--- src/hw/rtl/nfcs_pkg.sv ---
package nfcs_pkg;

    // Flash address width; request addresses are masked to this many bits.
    localparam int ADDR_BITS = 22;
    localparam int ADDR_W    = 22;
    localparam int PROT_W    = 23;
    localparam int CFG_IDX_W = 2;

    localparam logic [ADDR_W-1:0] ADDR_MASK =
        (ADDR_BITS >= ADDR_W) ? {ADDR_W{1'b1}}
                              : ADDR_W'((64'd1 << ADDR_BITS) - 64'd1);

    // Register indexes on the configuration channel
    localparam logic [CFG_IDX_W-1:0] REG_PROTECT_LOW  = 2'd0;
    localparam logic [CFG_IDX_W-1:0] REG_PROTECT_HIGH = 2'd1;
    localparam logic [PROT_W-1:0]    PROTECT_LOW_RST  = 23'h1A0000;
    localparam logic [PROT_W-1:0]    PROTECT_HIGH_RST = 23'h200000;

    // Request actions
    localparam logic [2:0] ACT_READ_ID      = 3'd0;
    localparam logic [2:0] ACT_CFI          = 3'd1;
    localparam logic [2:0] ACT_PROGRAM      = 3'd2;
    localparam logic [2:0] ACT_ERASE        = 3'd3;
    localparam logic [2:0] ACT_BYPASS_ENTER = 3'd4;
    localparam logic [2:0] ACT_BYPASS_PROG  = 3'd5;
    localparam logic [2:0] ACT_BYPASS_EXIT  = 3'd6;
    localparam logic [2:0] ACT_READ_RETURN  = 3'd7;

    // Lane selects for bypass program
    localparam logic [1:0] LANES_LOW  = 2'd1;
    localparam logic [1:0] LANES_HIGH = 2'd2;

    // Operation status
    localparam logic [1:0] ST_OK      = 2'd0;
    localparam logic [1:0] ST_FAIL    = 2'd1;
    localparam logic [1:0] ST_REFUSED = 2'd2;
    localparam logic [1:0] ST_MODE    = 2'd3;

    // Bus sequences the back end expands
    localparam int SEQ_W = 4;
    localparam logic [SEQ_W-1:0] SEQ_DONE      = 4'd0;
    localparam logic [SEQ_W-1:0] SEQ_READ_ID   = 4'd1;
    localparam logic [SEQ_W-1:0] SEQ_CFI       = 4'd2;
    localparam logic [SEQ_W-1:0] SEQ_PROGRAM   = 4'd3;
    localparam logic [SEQ_W-1:0] SEQ_ERASE     = 4'd4;
    localparam logic [SEQ_W-1:0] SEQ_BYP_ENTER = 4'd5;
    localparam logic [SEQ_W-1:0] SEQ_BYP_PROG  = 4'd6;
    localparam logic [SEQ_W-1:0] SEQ_BYP_EXIT  = 4'd7;
    localparam logic [SEQ_W-1:0] SEQ_READ      = 4'd8;
    localparam logic [SEQ_W-1:0] SEQ_RST_DONE  = 4'd9;

    // Command bus addresses and data
    localparam logic [ADDR_W-1:0] A_ZERO  = 22'h000000;
    localparam logic [ADDR_W-1:0] A_AAA   = 22'h000AAA;
    localparam logic [ADDR_W-1:0] A_554   = 22'h000554;
    localparam logic [ADDR_W-1:0] A_0AA   = 22'h0000AA;
    localparam logic [ADDR_W-1:0] A_ID0   = 22'h000002;
    localparam logic [ADDR_W-1:0] A_ID1   = 22'h00001C;
    localparam logic [ADDR_W-1:0] A_ID2   = 22'h00001E;
    localparam logic [15:0] D_AA    = 16'h00AA;
    localparam logic [15:0] D_55    = 16'h0055;
    localparam logic [15:0] D_90    = 16'h0090;
    localparam logic [15:0] D_F0    = 16'h00F0;
    localparam logic [15:0] D_98    = 16'h0098;
    localparam logic [15:0] D_A0    = 16'h00A0;
    localparam logic [15:0] D_80    = 16'h0080;
    localparam logic [15:0] D_20    = 16'h0020;
    localparam logic [15:0] D_30    = 16'h0030;
    localparam logic [15:0] D_00    = 16'h0000;

    localparam int QUEUE_DEPTH = 4;
    localparam int QPTR_W      = $clog2(QUEUE_DEPTH);

    typedef struct packed {
        logic [2:0]        action;
        logic [ADDR_W-1:0] address;
        logic [15:0]       write_data;
        logic [1:0]        lanes;
        logic [15:0]       read_data;
    } request_t;

    typedef struct packed {
        logic              bus_write;
        logic              bus_read;
        logic [ADDR_W-1:0] bus_address;
        logic [15:0]       bus_data;
        logic              op_done;
        logic [1:0]        op_status;
        logic [23:0]       id_value;
        logic              last;
    } result_t;

    typedef struct packed {
        logic [SEQ_W-1:0]  seq;
        logic [ADDR_W-1:0] addr;
        logic [15:0]       data;
        logic [1:0]        status;
        logic [23:0]       id;
    } job_t;

    // Queue handshake between front and back
    typedef struct packed {
        logic valid;
        job_t job;
    } job_push_t;

    function automatic job_t make_job(logic [SEQ_W-1:0] seq, logic [ADDR_W-1:0] addr,
                                      logic [15:0] data, logic [1:0] status,
                                      logic [23:0] id);
        job_t j;
        j.seq    = seq;
        j.addr   = addr;
        j.data   = data;
        j.status = status;
        j.id     = id;
        return j;
    endfunction

    function automatic result_t wr_item(logic [ADDR_W-1:0] a, logic [15:0] d);
        result_t r;
        r = '0;
        r.bus_write   = 1'b1;
        r.bus_address = a;
        r.bus_data    = d;
        return r;
    endfunction

    function automatic result_t rd_item(logic [ADDR_W-1:0] a);
        result_t r;
        r = '0;
        r.bus_read    = 1'b1;
        r.bus_address = a;
        return r;
    endfunction

    function automatic result_t done_item(logic [1:0] st, logic [23:0] id);
        result_t r;
        r = '0;
        r.op_done   = 1'b1;
        r.op_status = st;
        r.id_value  = id;
        return r;
    endfunction

    function automatic logic [2:0] seq_last_step(logic [SEQ_W-1:0] seq);
        logic [2:0] n;
        unique case (seq)
            SEQ_READ_ID:   n = 3'd3;
            SEQ_CFI:       n = 3'd1;
            SEQ_PROGRAM:   n = 3'd4;
            SEQ_ERASE:     n = 3'd6;
            SEQ_BYP_ENTER: n = 3'd3;
            SEQ_BYP_PROG:  n = 3'd2;
            SEQ_BYP_EXIT:  n = 3'd2;
            SEQ_RST_DONE:  n = 3'd1;
            default:       n = 3'd0;
        endcase
        return n;
    endfunction

    function automatic logic [ADDR_W-1:0] sector_of(logic [ADDR_W-1:0] a);
        logic [ADDR_W-1:0] s;
        if (|a[ADDR_W-1:16])
            s = {a[ADDR_W-1:16], 16'h0000};
        else
            s = {a[ADDR_W-1:13], 13'h0000};
        return s;
    endfunction

    // One bus cycle or completion of a job, selected by step
    function automatic result_t gen_step(job_t j, logic [2:0] step);
        result_t r;
        r = '0;
        unique case (j.seq)
            SEQ_DONE:
                r = done_item(j.status, j.id);
            SEQ_READ_ID:
                unique case (step)
                    3'd0:    r = wr_item(A_AAA, D_AA);
                    3'd1:    r = wr_item(A_554, D_55);
                    3'd2:    r = wr_item(A_AAA, D_90);
                    default: r = rd_item(A_ID0);
                endcase
            SEQ_CFI:
                unique case (step)
                    3'd0:    r = wr_item(A_0AA, D_98);
                    default: r = rd_item(j.addr);
                endcase
            SEQ_PROGRAM:
                unique case (step)
                    3'd0:    r = wr_item(A_AAA, D_AA);
                    3'd1:    r = wr_item(A_554, D_55);
                    3'd2:    r = wr_item(A_AAA, D_A0);
                    3'd3:    r = wr_item(j.addr, j.data);
                    default: r = rd_item(j.addr);
                endcase
            SEQ_ERASE:
                unique case (step)
                    3'd0:    r = wr_item(A_AAA, D_AA);
                    3'd1:    r = wr_item(A_554, D_55);
                    3'd2:    r = wr_item(A_AAA, D_80);
                    3'd3:    r = wr_item(A_AAA, D_AA);
                    3'd4:    r = wr_item(A_554, D_55);
                    3'd5:    r = wr_item(sector_of(j.addr), D_30);
                    default: r = rd_item(j.addr);
                endcase
            SEQ_BYP_ENTER:
                unique case (step)
                    3'd0:    r = wr_item(A_AAA, D_AA);
                    3'd1:    r = wr_item(A_554, D_55);
                    3'd2:    r = wr_item(A_AAA, D_20);
                    default: r = done_item(ST_OK, 24'h000000);
                endcase
            SEQ_BYP_PROG:
                unique case (step)
                    3'd0:    r = wr_item(A_ZERO, D_A0);
                    3'd1:    r = wr_item(j.addr, j.data);
                    default: r = rd_item(j.addr);
                endcase
            SEQ_BYP_EXIT:
                unique case (step)
                    3'd0:    r = wr_item(A_ZERO, D_90);
                    3'd1:    r = wr_item(A_ZERO, D_00);
                    default: r = done_item(ST_OK, 24'h000000);
                endcase
            SEQ_READ:
                r = rd_item(j.addr);
            SEQ_RST_DONE:
                unique case (step)
                    3'd0:    r = wr_item(A_ZERO, D_F0);
                    default: r = done_item(j.status, j.id);
                endcase
            default:
                r = '0;
        endcase
        r.last = (step == seq_last_step(j.seq));
        return r;
    endfunction

endpackage

--- src/hw/rtl/nfcs_front.sv ---
module nfcs_front
    import nfcs_pkg::*;
(
    input  logic                 clk,
    input  logic                 rst_n,
    input  logic                 push,
    input  request_t             request,
    input  logic                 queue_full,
    input  logic                 cfg_valid,
    input  logic [CFG_IDX_W-1:0] cfg_index,
    input  logic [PROT_W-1:0]    cfg_data,
    output job_push_t            job_push
);

    localparam logic [2:0] PH_IDLE         = 3'd0;
    localparam logic [2:0] PH_ID_WAIT      = 3'd1;
    localparam logic [2:0] PH_CFI_WAIT     = 3'd2;
    localparam logic [2:0] PH_POLL_FIRST   = 3'd3;
    localparam logic [2:0] PH_POLL         = 3'd4;
    localparam logic [2:0] PH_POLL_CONFIRM = 3'd5;

    logic [PROT_W-1:0] prot_low_reg, prot_high_reg;
    logic [2:0]        phase_reg, phase_next;
    logic              bypass_reg, bypass_next;
    logic [ADDR_W-1:0] poll_addr_reg, poll_addr_next;
    logic              exp7_reg, exp7_next;
    logic              poll_prog_reg, poll_prog_next;
    logic [23:0]       id_acc_reg, id_acc_next;
    logic [1:0]        id_cnt_reg, id_cnt_next;

    logic              accept;
    logic [ADDR_W-1:0] addr, word_addr;
    logic [23:0]       acc_shift;
    logic [1:0]        cnt_inc;
    logic              poll_hit;
    logic              mode_bad;
    logic [15:0]       byp_word;
    logic [1:0]        confirm_st;

    function automatic logic in_window(logic [ADDR_W-1:0] a, logic [PROT_W-1:0] lo,
                                       logic [PROT_W-1:0] hi);
        return ({1'b0, a} >= lo) && ({1'b0, a} < hi);
    endfunction

    function automatic logic [ADDR_W-1:0] id_addr(logic [1:0] n);
        logic [ADDR_W-1:0] a;
        unique case (n)
            2'd1:    a = A_ID1;
            2'd2:    a = A_ID2;
            default: a = A_ID0;
        endcase
        return a;
    endfunction

    assign accept    = push && !queue_full;
    assign addr      = request.address & ADDR_MASK;
    assign word_addr = {addr[ADDR_W-1:1], 1'b0};
    assign acc_shift = {id_acc_reg[15:0], request.read_data[7:0]};
    assign cnt_inc   = id_cnt_reg + 2'd1;
    assign poll_hit  = (request.read_data[7] == exp7_reg);
    assign confirm_st = poll_hit ? ST_OK : ST_FAIL;
    assign mode_bad  = ((request.action <= ACT_BYPASS_ENTER) && bypass_reg)
                    || (((request.action == ACT_BYPASS_PROG)
                        || (request.action == ACT_BYPASS_EXIT)) && !bypass_reg);

    always_comb
    begin
        unique case (request.lanes)
            LANES_LOW:  byp_word = {8'hFF, request.write_data[7:0]};
            LANES_HIGH: byp_word = {request.write_data[15:8], 8'hFF};
            default:    byp_word = request.write_data;
        endcase
    end

    always_comb
    begin
        phase_next     = phase_reg;
        bypass_next    = bypass_reg;
        poll_addr_next = poll_addr_reg;
        exp7_next      = exp7_reg;
        poll_prog_next = poll_prog_reg;
        id_acc_next    = id_acc_reg;
        id_cnt_next    = id_cnt_reg;
        job_push       = '0;
        if (accept)
        begin
            if (request.action == ACT_READ_RETURN)
            begin
                unique case (phase_reg)
                    PH_ID_WAIT:
                    begin
                        id_acc_next    = acc_shift;
                        job_push.valid = 1'b1;
                        if (cnt_inc < 2'd3)
                        begin
                            id_cnt_next  = cnt_inc;
                            job_push.job = make_job(SEQ_READ, id_addr(cnt_inc), D_00,
                                                    ST_OK, 24'h0);
                        end
                        else
                        begin
                            id_cnt_next  = 2'd0;
                            phase_next   = PH_IDLE;
                            job_push.job = make_job(SEQ_RST_DONE, A_ZERO, D_00,
                                                    ST_OK, acc_shift);
                        end
                    end
                    PH_CFI_WAIT:
                    begin
                        phase_next     = PH_IDLE;
                        job_push.valid = 1'b1;
                        job_push.job   = make_job(SEQ_RST_DONE, A_ZERO, D_00, ST_OK,
                                                  {8'h00, request.read_data});
                    end
                    PH_POLL_FIRST:
                    begin
                        phase_next     = PH_POLL;
                        job_push.valid = 1'b1;
                        job_push.job   = make_job(SEQ_READ, poll_addr_reg, D_00,
                                                  ST_OK, 24'h0);
                    end
                    PH_POLL:
                    begin
                        job_push.valid = 1'b1;
                        if (poll_hit)
                        begin
                            phase_next     = PH_IDLE;
                            poll_prog_next = 1'b0;
                            job_push.job   = make_job(poll_prog_reg ? SEQ_RST_DONE
                                                                    : SEQ_DONE,
                                                      A_ZERO, D_00, ST_OK, 24'h0);
                        end
                        else
                        begin
                            if (request.read_data[5])
                                phase_next = PH_POLL_CONFIRM;
                            job_push.job = make_job(SEQ_READ, poll_addr_reg, D_00,
                                                    ST_OK, 24'h0);
                        end
                    end
                    PH_POLL_CONFIRM:
                    begin
                        phase_next     = PH_IDLE;
                        poll_prog_next = 1'b0;
                        job_push.valid = 1'b1;
                        job_push.job   = make_job(poll_prog_reg ? SEQ_RST_DONE : SEQ_DONE,
                                                  A_ZERO, D_00, confirm_st, 24'h0);
                    end
                    default:
                    begin
                        // idle: drop the stray return
                    end
                endcase
            end
            else if (phase_reg == PH_IDLE)
            begin
                job_push.valid = 1'b1;
                if (mode_bad)
                    job_push.job = make_job(SEQ_DONE, A_ZERO, D_00, ST_MODE, 24'h0);
                else
                begin
                    unique case (request.action)
                        ACT_READ_ID:
                        begin
                            id_acc_next  = 24'h0;
                            id_cnt_next  = 2'd0;
                            phase_next   = PH_ID_WAIT;
                            job_push.job = make_job(SEQ_READ_ID, A_ZERO, D_00, ST_OK,
                                                    24'h0);
                        end
                        ACT_CFI:
                        begin
                            phase_next   = PH_CFI_WAIT;
                            job_push.job = make_job(SEQ_CFI, addr, D_00, ST_OK, 24'h0);
                        end
                        ACT_PROGRAM:
                        begin
                            if (!in_window(addr, prot_low_reg, prot_high_reg))
                                job_push.job = make_job(SEQ_DONE, A_ZERO, D_00,
                                                        ST_REFUSED, 24'h0);
                            else
                            begin
                                phase_next     = PH_POLL_FIRST;
                                poll_addr_next = addr;
                                exp7_next      = request.write_data[7];
                                poll_prog_next = 1'b1;
                                job_push.job   = make_job(SEQ_PROGRAM, addr,
                                                          request.write_data, ST_OK, 24'h0);
                            end
                        end
                        ACT_ERASE:
                        begin
                            if (!in_window(addr, prot_low_reg, prot_high_reg))
                                job_push.job = make_job(SEQ_DONE, A_ZERO, D_00,
                                                        ST_REFUSED, 24'h0);
                            else
                            begin
                                phase_next     = PH_POLL_FIRST;
                                poll_addr_next = addr;
                                exp7_next      = 1'b1;
                                poll_prog_next = 1'b0;
                                job_push.job   = make_job(SEQ_ERASE, addr, D_00, ST_OK,
                                                          24'h0);
                            end
                        end
                        ACT_BYPASS_ENTER:
                        begin
                            bypass_next  = 1'b1;
                            job_push.job = make_job(SEQ_BYP_ENTER, A_ZERO, D_00, ST_OK,
                                                    24'h0);
                        end
                        ACT_BYPASS_PROG:
                        begin
                            if (!in_window(word_addr, prot_low_reg, prot_high_reg))
                                job_push.job = make_job(SEQ_DONE, A_ZERO, D_00,
                                                        ST_REFUSED, 24'h0);
                            else
                            begin
                                phase_next     = PH_POLL_FIRST;
                                poll_addr_next = word_addr;
                                exp7_next      = byp_word[7];
                                poll_prog_next = 1'b0;
                                job_push.job   = make_job(SEQ_BYP_PROG, word_addr,
                                                          byp_word, ST_OK, 24'h0);
                            end
                        end
                        default:
                        begin
                            bypass_next  = 1'b0;
                            job_push.job = make_job(SEQ_BYP_EXIT, A_ZERO, D_00, ST_OK,
                                                    24'h0);
                        end
                    endcase
                end
            end
            else
            begin
                // busy: drop the request
            end
        end
    end

    always_ff @(posedge clk or negedge rst_n)
    begin
        if (!rst_n)
        begin
            prot_low_reg  <= PROTECT_LOW_RST;
            prot_high_reg <= PROTECT_HIGH_RST;
            phase_reg     <= PH_IDLE;
            bypass_reg    <= 1'b0;
            poll_addr_reg <= '0;
            exp7_reg      <= 1'b0;
            poll_prog_reg <= 1'b0;
            id_acc_reg    <= '0;
            id_cnt_reg    <= '0;
        end
        else
        begin
            if (cfg_valid && (cfg_index == REG_PROTECT_LOW))
                prot_low_reg <= cfg_data;
            if (cfg_valid && (cfg_index == REG_PROTECT_HIGH))
                prot_high_reg <= cfg_data;
            phase_reg     <= phase_next;
            bypass_reg    <= bypass_next;
            poll_addr_reg <= poll_addr_next;
            exp7_reg      <= exp7_next;
            poll_prog_reg <= poll_prog_next;
            id_acc_reg    <= id_acc_next;
            id_cnt_reg    <= id_cnt_next;
        end
    end

endmodule

--- src/hw/rtl/nfcs_job_queue.sv ---
module nfcs_job_queue
    import nfcs_pkg::*;
(
    input  logic      clk,
    input  logic      rst_n,
    input  job_push_t job_push,
    output logic      full,
    input  logic      pop,
    output logic      empty,
    output job_t      head
);

    job_t              entries_reg [QUEUE_DEPTH];
    logic [QPTR_W-1:0] wr_ptr_reg, rd_ptr_reg;
    logic [QPTR_W:0]   count_reg, count_next;
    logic              do_push, do_pop;

    assign full    = (count_reg == (QPTR_W+1)'(QUEUE_DEPTH));
    assign empty   = (count_reg == '0);
    assign do_push = job_push.valid && !full;
    assign do_pop  = pop && !empty;
    assign head    = entries_reg[rd_ptr_reg];

    always_comb
    begin
        count_next = count_reg;
        if (do_push && !do_pop)
            count_next = count_reg + (QPTR_W+1)'(1);
        else if (do_pop && !do_push)
            count_next = count_reg - (QPTR_W+1)'(1);
    end

    always_ff @(posedge clk or negedge rst_n)
    begin
        if (!rst_n)
        begin
            wr_ptr_reg <= '0;
            rd_ptr_reg <= '0;
            count_reg  <= '0;
        end
        else
        begin
            if (do_push)
                wr_ptr_reg <= wr_ptr_reg + QPTR_W'(1);
            if (do_pop)
                rd_ptr_reg <= rd_ptr_reg + QPTR_W'(1);
            count_reg <= count_next;
        end
    end

    always_ff @(posedge clk)
    begin
        if (do_push)
            entries_reg[wr_ptr_reg] <= job_push.job;
    end

endmodule

--- src/hw/rtl/nfcs_back.sv ---
module nfcs_back
    import nfcs_pkg::*;
(
    input  logic    clk,
    input  logic    rst_n,
    input  logic    queue_empty,
    input  job_t    head,
    output logic    queue_pop,
    output logic    empty,
    input  logic    pop,
    output result_t result
);

    logic [2:0] step_reg;
    logic       out_valid_reg;
    result_t    result_reg;
    result_t    step_item;
    logic       load;

    assign step_item = gen_step(head, step_reg);
    // advance when the output slot is free or being drained this cycle
    assign load      = !queue_empty && (!out_valid_reg || pop);
    assign queue_pop = load && step_item.last;
    assign empty     = !out_valid_reg;
    assign result    = result_reg;

    always_ff @(posedge clk or negedge rst_n)
    begin
        if (!rst_n)
        begin
            step_reg      <= '0;
            out_valid_reg <= 1'b0;
        end
        else
        begin
            if (load)
                step_reg <= step_item.last ? 3'd0 : step_reg + 3'd1;
            if (load)
                out_valid_reg <= 1'b1;
            else if (pop)
                out_valid_reg <= 1'b0;
        end
    end

    always_ff @(posedge clk)
    begin
        if (load)
            result_reg <= step_item;
    end

endmodule

--- src/hw/rtl/nor_flash_command_sequencer.sv ---
// NOR flash command sequencer.
// Request channel (push/full): a transaction is taken at a clock edge with push high and
// full low. Actions cover read ID, CFI query, program, sector erase, unlock bypass
// enter/program/exit, and read return, which hands back the data of the last bus read.
// Result channel (empty/pop): each result is one flash bus cycle (write or read) or an
// operation completion with status and ID/CFI value; last marks the final result that a
// request caused. A request may cause up to seven results, a read return up to two.
// Configuration channel (cfg_valid/cfg_ready): cfg_ready is always high; index 0 sets
// the lowest writable byte address, index 1 the first address above the window.
// An accepted request's job is written into the job queue at its acceptance edge; the
// back end then registers results into the output register, one result per clock
// while the output slot is free or being drained. The front end takes a new transaction
// every cycle while the four-entry job queue has room; full rises only when it has none.
// A stalled receiver (pop low) holds the current result; the back end then stops and
// the job queue fills behind it.
// Reset: window returns to 0x1A0000..0x200000, bypass mode off, sequencer idle,
// queue and output empty.
module nor_flash_command_sequencer
    import nfcs_pkg::*;
(
    input  logic                 clk,
    input  logic                 rst_n,
    input  logic                 push,
    output logic                 full,
    input  request_t             request,
    output logic                 empty,
    input  logic                 pop,
    output result_t              result,
    input  logic                 cfg_valid,
    output logic                 cfg_ready,
    input  logic [CFG_IDX_W-1:0] cfg_index,
    input  logic [PROT_W-1:0]    cfg_data
);

    job_push_t job_push;
    job_t      head;
    logic      queue_full, queue_empty, queue_pop;

    // register writes are always taken
    assign cfg_ready = 1'b1;
    assign full      = queue_full;

    // classify transactions, track mode and polling state
    nfcs_front u_front (
        .clk        (clk),
        .rst_n      (rst_n),
        .push       (push),
        .request    (request),
        .queue_full (queue_full),
        .cfg_valid  (cfg_valid && cfg_ready),
        .cfg_index  (cfg_index),
        .cfg_data   (cfg_data),
        .job_push   (job_push)
    );

    // hold decoded jobs so front and back stall independently
    nfcs_job_queue u_queue (
        .clk      (clk),
        .rst_n    (rst_n),
        .job_push (job_push),
        .full     (queue_full),
        .pop      (queue_pop),
        .empty    (queue_empty),
        .head     (head)
    );

    // expand each job into bus cycles and completions, one per clock while the output is free or drained
    nfcs_back u_back (
        .clk         (clk),
        .rst_n       (rst_n),
        .queue_empty (queue_empty),
        .head        (head),
        .queue_pop   (queue_pop),
        .empty       (empty),
        .pop         (pop),
        .result      (result)
    );

endmodule

--- config.mk ---
export PLATFORM = sky130hd
export DESIGN_NAME = nor_flash_command_sequencer
export DESIGN_NICKNAME = d
export VERILOG_FILES = /design/src/hw/rtl/nfcs_pkg.sv /design/src/hw/rtl/nfcs_front.sv /design/src/hw/rtl/nfcs_job_queue.sv /design/src/hw/rtl/nfcs_back.sv /design/src/hw/rtl/nor_flash_command_sequencer.sv
export SDC_FILE = /design/constraint.sdc
export NUM_CORES = 1
export LEC_CHECK = 0
export BUFFER_PORTS_ARGS = -buffer_cell sky130_fd_sc_hd__buf_2
export CORE_MARGIN = 2
export CORE_UTILIZATION = 60
export CTS_CLUSTER_SIZE = 10
export DETAILED_ROUTE_END_ITERATION = 12
export PLACE_DENSITY = 0.8
export SYNTH_ARGS = -nofsm -noshare
export SYNTH_HDL_FRONTEND = slang
export SYNTH_SLANG_ARGS = --single-unit
export TNS_END_PERCENT = 5
--- constraint.sdc ---
create_clock -name clk -period 4.7 [get_ports clk]
set_input_delay 0.235 -clock clk [delete_from_list [all_inputs] [get_ports clk]]
set_output_delay 0.235 -clock clk [all_outputs]
set_load 0.02 [all_outputs]
# Word-level counts from Yosys, hierarchy flattened
# Memories as Yosys holds them, arrays and structs flattened.
# Cells that the tools add are included.
# W data, S select, Z words.
[word_totals]
register_bits = 171
ram_bits = 272
rom_bits = 48
input_bits = 89
output_inout_bits = 71
wordCells = 205
mem_count = 2
[op_classes]
n_addsub = 6
order_cmp = 6
n_eq_ne = 49
mux = 69
bitwise = 3
n_reduce_logical = 48
[mem_list]
columns = ["memory", "depth", "width", "rd", "rd_clocked_by_memory_dff", "write_ports", "line", "rtl"]
rows = [
  ["u_queue.entries_reg", 4, 68, 1, 0, 1, "nfcs_job_queue.sv:13", "job_t entries_reg [QUEUE_DEPTH];"],
  ["(name not given)", 16, 3, 1, 0, 0, "nfcs_pkg.sv:147", "unique case (seq)"],
]
[ops]
columns = ["cell", "n"]
rows = [
  ["$pmux W68 S10", 1],
  ["$pmux W68 S4", 2],
  ["$pmux W68 S3", 2],
  ["$pmux W68 S6", 1],
  ["$pmux W69 S5", 1],
  ["$mux W68", 4],
  ["$pmux W68 S2", 2],
  ["$mux W69", 3],
  ["$mux W67", 2],
  ["$mux W16", 6],
  ["$mux W66", 1],
  ["$mux W65", 1],
  ["$ge A22 B23 Y1", 2],
  ["$lt A22 B23 Y1", 2],
  ["$mux W22", 2],
  ["$pmux W22 S2", 1],
  ["$mux W3", 11],
  ["$pmux W16 S2", 1],
  ["$eq A3 B3 Y1 const B", 9],
  ["$pmux W3 S4", 2],
  ["$eq A3 B2 Y1 const B", 6],
  ["$reduce_and A9 Y1", 2],
  ["$eq A4 B3 Y1 const B", 4],
  ["$mux W1", 14],
  ["other kinds (42)", 99],
]

# Longest topological paths before layout
# Gate-level depths: netlist (run 1).
[depth]
depth_word = 13
depth_mapped = 19

# By module
# From an unflattened synthesis (run 1), not the netlist that was laid out.
[hier_totals]
hier_cells = 1331
hier_area_um2 = 19866.6
[modules_own_cells]
columns = ["module", "n_inst", "cells_each", "area_each_um2"]
rows = [
  ["nfcs_job_queue", 1, 392, 10312.4],
  ["nfcs_front", 1, 657, 6044.5],
  ["nfcs_back", 1, 280, 3498.4],
  ["nor_flash_command_sequencer", 1, 2, 11.3],
]

# Least setup slack after synthesis (run 1)
# OpenSTA, ideal clock, no wires.
[synth_timing]
path_kind = "register to register"
from = "register u_queue.rd_ptr_reg[0]"
to = "register u_queue.count_reg[1]"
setup_ns = 0.125
t_arrival_ns = 3.997
path_slack_ns = 0.579
stages_incl_launch_ff = 18
synth_period_minus_slack_ns = 4.121
cell_sequence = "dfrtp_1 > buf_6 > buf_2 > buf_2 > buf_2 > mux4_2 > inv_1 > ha_1 > and2_4 > buf_6 > nor2_4 > xnor2_2 > nor3_4 > nand2_2 > ha_1 > inv_1 > fa_1 > mux2_2"
[synth_rtl]
columns = ["element", "line", "rtl"]
rows = [
  ["start, declared", "nfcs_job_queue.sv:14", "logic [QPTR_W-1:0] wr_ptr_reg, rd_ptr_reg;"],
  ["start signal, assigned", "nfcs_job_queue.sv:46", "rd_ptr_reg <= rd_ptr_reg + QPTR_W'(1);"],
  ["end signal, assigned", "nfcs_job_queue.sv:47", "count_reg <= count_next;"],
  ["end, declared", "nfcs_job_queue.sv:15", "logic [QPTR_W:0] count_reg, count_next;"],
]

==> run metrics, run 1 <==
slew margin rel. a little under a fifth; setup TNS 0 ns; Setup CP Type reg2reg; Yosys reg bits 443; GRT Total Usage 27.0%; post-CTS sizing 0; Post-DP HPWL 28700 microns; CP startpoint u_queue.rd_ptr_reg[0]; yosys warns 0; Routed Antenna Nets 0; complex-gate fraction of the synthesized area 7.92%; Vias 12300; final hold violations 0; area of the multi-input gates 6300 sq um; Die Width 185 microns; post-layout util 70.5%; worst reg2reg path endpoint u_queue.count_reg[1]; Synth Area in Adders 4.06%; DRC viols 0; Power per Cell Area 582 nW/um^2; asr flop ratio synth 23.3%; depth of the CTS H-tree 2; Period Utilization, post-route 78.2%; Post-Layout Cell Count roughly 2000; Seq/Total Area, Yosys between 60 and 70%; Hold/Removal Path Class in2reg; drt wl/cell approximately 22 microns; final WL 45100 microns; final net count 1708; largest fanout on the critical path 22; crit-path max cell delay around 0.67 ns; syn_nets 1485; largest net degree at the start of global routing 73; critical path endpoint u_queue.count_reg[1]; status finished, final reports clean; Worst EP arrival 4.11 ns; VDD IR max 0.000315 V; Startpoint Class flip-flop; Setup Viol. Count Final 0; Yosys cell types 83; IO buf count between 150 and 200; initial drt markers around 1300; Achievable Freq 272 MHz; Worst-path clk slew 0.06 ns; Vert. Die Dim between 150 and 200 microns; CTS tree yes; CTS buffer count 50; number of max-cap violations 0; Die ar. 34200 sq um; # rows 66; Leak 8.90 nW; Critical Path RT roughly 5 ns; CORE AREA 32400 sq um; Post-Synth Simple-Gate Area 8.35%; largest family of logic cells by synthesized area multiplexers; Diodes inserted 0; Design Power 13.3 mW; Post-Syn Area 19600 sq um; Mean Syn Cell Area 14.7 sq um; r2r startpoint u_queue.rd_ptr_reg[0]; num ports 160; first-pass GRT wire length 69600 microns; CP delay by family, top simple AND/OR/NAND/NOR gates; Area Overhead vs Synth 16.3%; max-slew violation count 0; Initial Util 60.6%; slowest library cell on the worst path dfrtp_4; share of layout cells above drive strength 1 24.4%; Crit path depth 12; register area 12800 sq um; FILL cells 2076; clock tree buffer depth 3; Post-synth EDFFs 340; vias in the first global route 12400; first drt pass iteration count 5; unrepaired setup endpoints after global routing no; CTS root buf clkbuf_16; CTS Sinks 443; R2R Setup Slk 1.02 ns; Worst Tran Pin Value between 1 and 1.5 ns; Via density 6.03; FF-to-FF path depth 12; # placed instances 1902; Clk Latency, worst-skew pair approximately 0.57 ns; max FFs per register 272; Post-Syn Instances about 1300; crit-path cells mux4_2 > ha_1 > inv_1 > nor3_2 > nor2_4 > xnor2_2 > nor3_4 > nand2_2 > ha_1 > inv_1 > fa_1 > mux2_2; ys flop type edfxtp_1; RePlAce Congestion ~0.91; Bufs and invs on worst path 2; Final min period 3.68 ns; post-synthesis mux area share 11.1%; Layout Skew 0.0214 ns; GRT Residual Overflow 0; Synth Area in XOR/XNOR less than 1%; initial antenna violation count 1; CP endpoint kind flip-flop
[how the worst min path moves through the flow]
| stage | from | to | slack [ns] | depth (start not counted) |
|---|---|---|---|---|
| CTS | request[41] | u_front.poll_addr_reg[7] | 0.002 | 2 |
| global route | request[38] | u_front.poll_addr_reg[4] | 0.01 | 2 |
| floorplan | rst_n | u_back.out_valid_reg | -0.06 | 0 |
| detailed placement | rst_n | u_front.prot_high_reg[20] | 0.30 | 1 |
| finish | request[55] | u_front.poll_addr_reg[21] | 0.02 | 2 |
| global placement | rst_n | u_front.prot_high_reg[19] | 0.30 | 1 |
[per-stage QoR]
step	instance area (sq um)	hold slack, ns	setup slack (ns)
CTS	22800	0.00165	0.991
finish	22800	0.0154	1.02
global placement	20900	0.296	1.06
floorplan	19600	-0.0606	0.579
global route	22800	0.0100	0.760
detailed placement	20900	0.299	1.01
[cell type report]
cell class | count | share of cell area, %
Multi-Input combinational cell | 760 | 27.6
Clock inverter | 3 | 0.258
Tap cell | 442 | 2.42
Timing Repair Buffer | 225 | 6.16
Inverter | 76 | 1.25
Clock buffer | 91 | 6.24
Sequential cell | 443 | 56.1
[cell usage in the layout, fill, tap and decap left out, types with 44 or more instances in the layout]
cell type	count
a21oi_1	52
buf_2	157
clkbuf_16	50
dfrtp_1	97
dlygate4sd3_1	44
edfxtp_1	340
ha_1	62
inv_1	74
mux4_2	68
nand2_1	102
nor2_1	76
nor2b_1	54
o21ai_0	78
[report_power, final]
part / switching [mW] / internal [mW] / leakage, nW
registers: 0.451 / 5.17 / 4.50
clock network: 1.50 / 2.04 / 0.702
logic: 2.43 / 1.70 / 3.70
[per-layer routing]
layer  routed length [microns]  track usage (%)  vias up
met2                     22100             44.4      612
met4                      1190             8.32        2
li1                          -                -     5455
met1                     18200             37.0     6127
met3                      3520             5.11      103
met5                        49                0        -
[cells by family after synthesis]
logic type               count (synthesis)
other                                    1
adder cells (fa/ha/maj)                 63
buffers and inverters                  130
AND/OR/NAND/NOR                        326
AO/OA/AOI/OAI                          239
multiplexers                           120
flip-flops                             443
XOR/XNOR                                11
[what timing repair did]
item / 4_1_cts / 5_1_grt
hold endpoints to repair: 109 / 0
buffers inserted: 0 / 0
hold buffers: 44 / 0
[cell usage after synthesis, drive strengths merged, types with 5 or more instances]
cell type / instances / area share (%)
edfxtp: 340 / 52
nand2: 103 / 2.0
dfrtp: 99 / 13
o21ai: 81 / 2.1
nor2: 78 / 1.5
inv: 75 / 1.4
mux4: 68 / 7.8
ha: 62 / 4.0
a21oi: 55 / 1.5
nor2b: 55 / 1.8
mux2: 50 / 3.2
clkbuf: 35 / 0.67
a21o: 22 / 0.84
and2: 20 / 0.65
nor3: 20 / 0.62
buf: 19 / 0.67
a22o: 17 / 0.76
nand4: 9 / 0.29
a22oi: 8 / 0.31
nand2b: 8 / 0.26
xnor2: 8 / 0.40
nand3: 7 / 0.20
o21a: 7 / 0.27
o22ai: 7 / 0.22
or3: 6 / 0.19
a31oi: 5 / 0.19
Note: power is estimated with default switching activity, not from simulation.
==> run 2: changes to the inputs <==
ABC_AREA = 1   (was default)
clock period = 3.82 ns   (was 4.7 ns; I/O delays follow)
==> run 2 against run 1 <==
Against the previous run:
- area after synthesis up 5.1%
- clock power up 24%
- cell area up 5.0%
- fmax up 8.9%
- total power up 31%
- synthesized cell count up 53%
- setup slack worse by 0.58 ns
- sequential power up 23%
- critical path depth up 5
- clock-buffer cell count unchanged
- largest cell class unchanged
- non-clock buffer count up 16
- register-to-register slack worse by 0.58 ns
==> run metrics, run 2 <==
first-pass GRT wire length 79100 microns (was 69600 microns); Synth top area share 49.5% (was 52.0%); post-CTS sizing 0 (unchanged); Critical Path RT 4.27 ns (was 5.13 ns); asr flop ratio synth 23.3% (unchanged); CORE AREA 33700 sq um (was 32400 sq um); Post-Syn Area 20600 sq um (was 19600 sq um); Routed Antenna Nets 0 (unchanged); Die ar. 35900 sq um (was 34200 sq um); status finished, final reports clean (unchanged); largest net degree at the start of global routing 81 (was 73); Final min period 3.38 ns (was 3.68 ns); syn_nets 2189 (was 1485); top-count cell post-synth nand2_1 (was edfxtp_1); Mean Syn Cell Area 10.1 sq um (was 14.7 sq um); Yosys reg bits 443 (unchanged); Synth area leaders edfxtp_1, dfrtp_1, nand2_1 (was edfxtp_1, dfrtp_1, mux4_2); Seq/Total Area, Yosys 62.1% (was 65.2%); Power per Cell Area 724 nW/um^2 (was 582 nW/um^2); Vias 15500 (was 12300); Initial Util 61.2% (was 60.6%); Period Utilization, post-route 88.4% (was 78.2%); share of layout cells above drive strength 1 15.3% (was 24.4%); CP startpoint u_queue.rd_ptr_reg[0] (unchanged); GRT Total Usage 28.2% (was 27.0%); Worst EP arrival 3.83 ns (was 4.11 ns); largest fanout on the critical path 69 (was 22); Die Width 189 microns (was 185 microns); Setup Viol. Count Final 0 (unchanged); Hold/Removal Path Class in2reg (unchanged); # rows 67 (was 66); final net count 2396 (was 1708); number of max-cap violations 0 (unchanged); commonest non-fill, non-tap cell in the layout nand2_1 (was edfxtp_1); ys flop type edfxtp_1 (unchanged); r2r startpoint u_queue.rd_ptr_reg[0] (unchanged); CP endpoint kind flip-flop (unchanged); initial antenna violation count 1 (unchanged); final worst slack 0.442 ns (was 1.02 ns); final hold violations 0 (unchanged); most frequent cells in the layout nand2_1, edfxtp_1, nor2_1 (was edfxtp_1, buf_2, nand2_1); hold path start request[30] (was request[55]); CTS tree yes (unchanged); max FFs per register 272 (unchanged); vias in the first global route 15100 (was 12400); Design Power 17.3 mW (was 13.3 mW); Achievable Freq 296 MHz (was 272 MHz); Hold Worst Slack 0.0512 ns (was 0.0154 ns); Post-synth EDFFs 340 (unchanged); RePlAce Congestion 0.955 (was 0.906); Worst Tran Pin Value 1.05 ns (was 1.21 ns); num ports 160 (unchanged); Worst-path clk slew 0.06 ns (about the same); Place WS 0.458 ns (was 1.01 ns); Startpoint Class flip-flop (unchanged); clock tree buffer depth 3 (unchanged); GRT Residual Overflow 0 (unchanged); max-slew violation count 0 (unchanged); Leak 10.2 nW (was 8.90 nW); CTS buffer count 50 (unchanged); Post-DP HPWL 31600 microns (was 28700 microns); Clk Latency, worst-skew pair 0.58 ns (was 0.57 ns); slew margin rel. 30.1% (was 18.8%); Post-Syn Instances 2037 (was 1333); initial drt markers 1576 (was 1258); Via density 5.66 (was 6.03); CTS root buf clkbuf_16 (unchanged); Yosys cell types 54 (was 83); CTS Sinks 443 (unchanged); final WL 50100 microns (was 45100 microns); VDD IR max 0.000491 V (was 0.000315 V); Layout Skew 0.0240 ns (was 0.0214 ns); DRC viols 0 (unchanged); IO buf count 158 (unchanged); Setup CP Type reg2reg (unchanged); post-layout util 71.1% (was 70.5%); post-synth top area cell edfxtp_1 (unchanged); top cells by count, synth nand2_1, edfxtp_1, nor2_1 (was edfxtp_1, nand2_1, dfrtp_1); Diodes inserted 0 (unchanged); depth of the CTS H-tree 2 (unchanged); first drt pass iteration count 6 (was 5); setup bufs post-CTS 0 (unchanged); Vert. Die Dim 189 microns (was 185 microns); yosys warns 0 (unchanged); drt wl/cell 18.3 microns (was 22.1 microns); Area Overhead vs Synth 16.2% (was 16.3%); unrepaired setup endpoints after global routing no (unchanged)
==> run 2: power breakdown <==
| group | total (mW) | internal (mW) | leakage, nW | switching, mW |
|---|---|---|---|---|
| Combinational | 6.02 | 1.76 | 4.94 | 4.27 |
| Clock | 4.39 | 2.54 | 0.715 | 1.85 |
| Sequential | 6.93 | 6.49 | 4.56 | 0.442 |
| Total | 17.3 | 10.8 | 10.2 | 6.56 |
==> run 2: final timing paths <==
path | end | slack [ns] | cells past startpoint
worst max-delay path | u_queue.count_reg[1] | 0.44 | 17
worst min register to register | u_front.prot_high_reg[20] | 0.48 | 2
worst max register to register | u_queue.count_reg[1] | 0.44 | 17
max in group asynchronous | u_front.id_acc_reg[8] | 2.47 | 3
min in group asynchronous | u_front.prot_low_reg[21] | 0.31 | 2
worst min-delay path | u_queue.entries_reg[3][38] | 0.05 | 3
==> run 2: timing repair <==
| item | in CTS | in global routing |
|---|---|---|
| endpoints found under the hold margin | 150 | 0 |
| setup endpoints to repair | 0 | 0 |
| hold buffers | 57 | 0 |
==> run 2: worst max-delay path: stages (launching register included) <==
cell and delay [ns]:
dfrtp_4 0.45, buf_4 0.56, nand2_1 0.12, nand3_1 0.13, nand2_2 0.11, inv_2 0.12
nand2_2 0.09, nor2_4 0.21, inv_2 0.09, nand3_1 0.08, nand2_1 0.07, nor2_2 0.15
nand3_2 0.11, ha_1 0.22, inv_1 0.11, fa_1 0.44, nor2_1 0.12, a21oi_1 0.05
==> run 2: layer usage <==
layer  vias up  part of all wire (%)  track usage [%]
li1       7323                     -                -
met1      7384                    41             38.4
met2       677                    49             47.3
met3       100                   7.3             4.08
met4         2                   2.7             9.27
met5         -                 0.016                0
==> run 2: layout make-up <==
| type | instances | area, sq um |
|---|---|---|
| fill | 2330 | 9740 |
| inverter | 226 | 850 |
| tap | 448 | 561 |
| multi-input combinational | 1282 | 6630 |
| sequential | 443 | 12800 |
| clock inverter | 3 | 80.1 |
| timing repair buffer | 241 | 1610 |
| clock buffer | 91 | 1440 |
==> run 2: metrics by stage <==
step                      cell area (sq um)  cells  setup TNS [ns]
after floorplan                       20600   2037         -201.06
after global placement                21900   2583               0
after detailed placement              21900   2583               0
after CTS                             24000   2734               0
after global routing                  24000   2734               0
final                                 24000   2734               0
==> run 2: cell families (layout without fill, tap and decap cells) <==
logic type,count (synthesis),count (layout),synth area share [%]
XOR/XNOR,6,6,0.255
AND/OR/NAND/NOR,830,830,17.1
adder cells (fa/ha/maj),63,63,3.86
AO/OA/AOI/OAI,382,382,10.7
other,1,1,0.0182
buffers and inverters,312,561,6.02
flip-flops,443,443,62.1
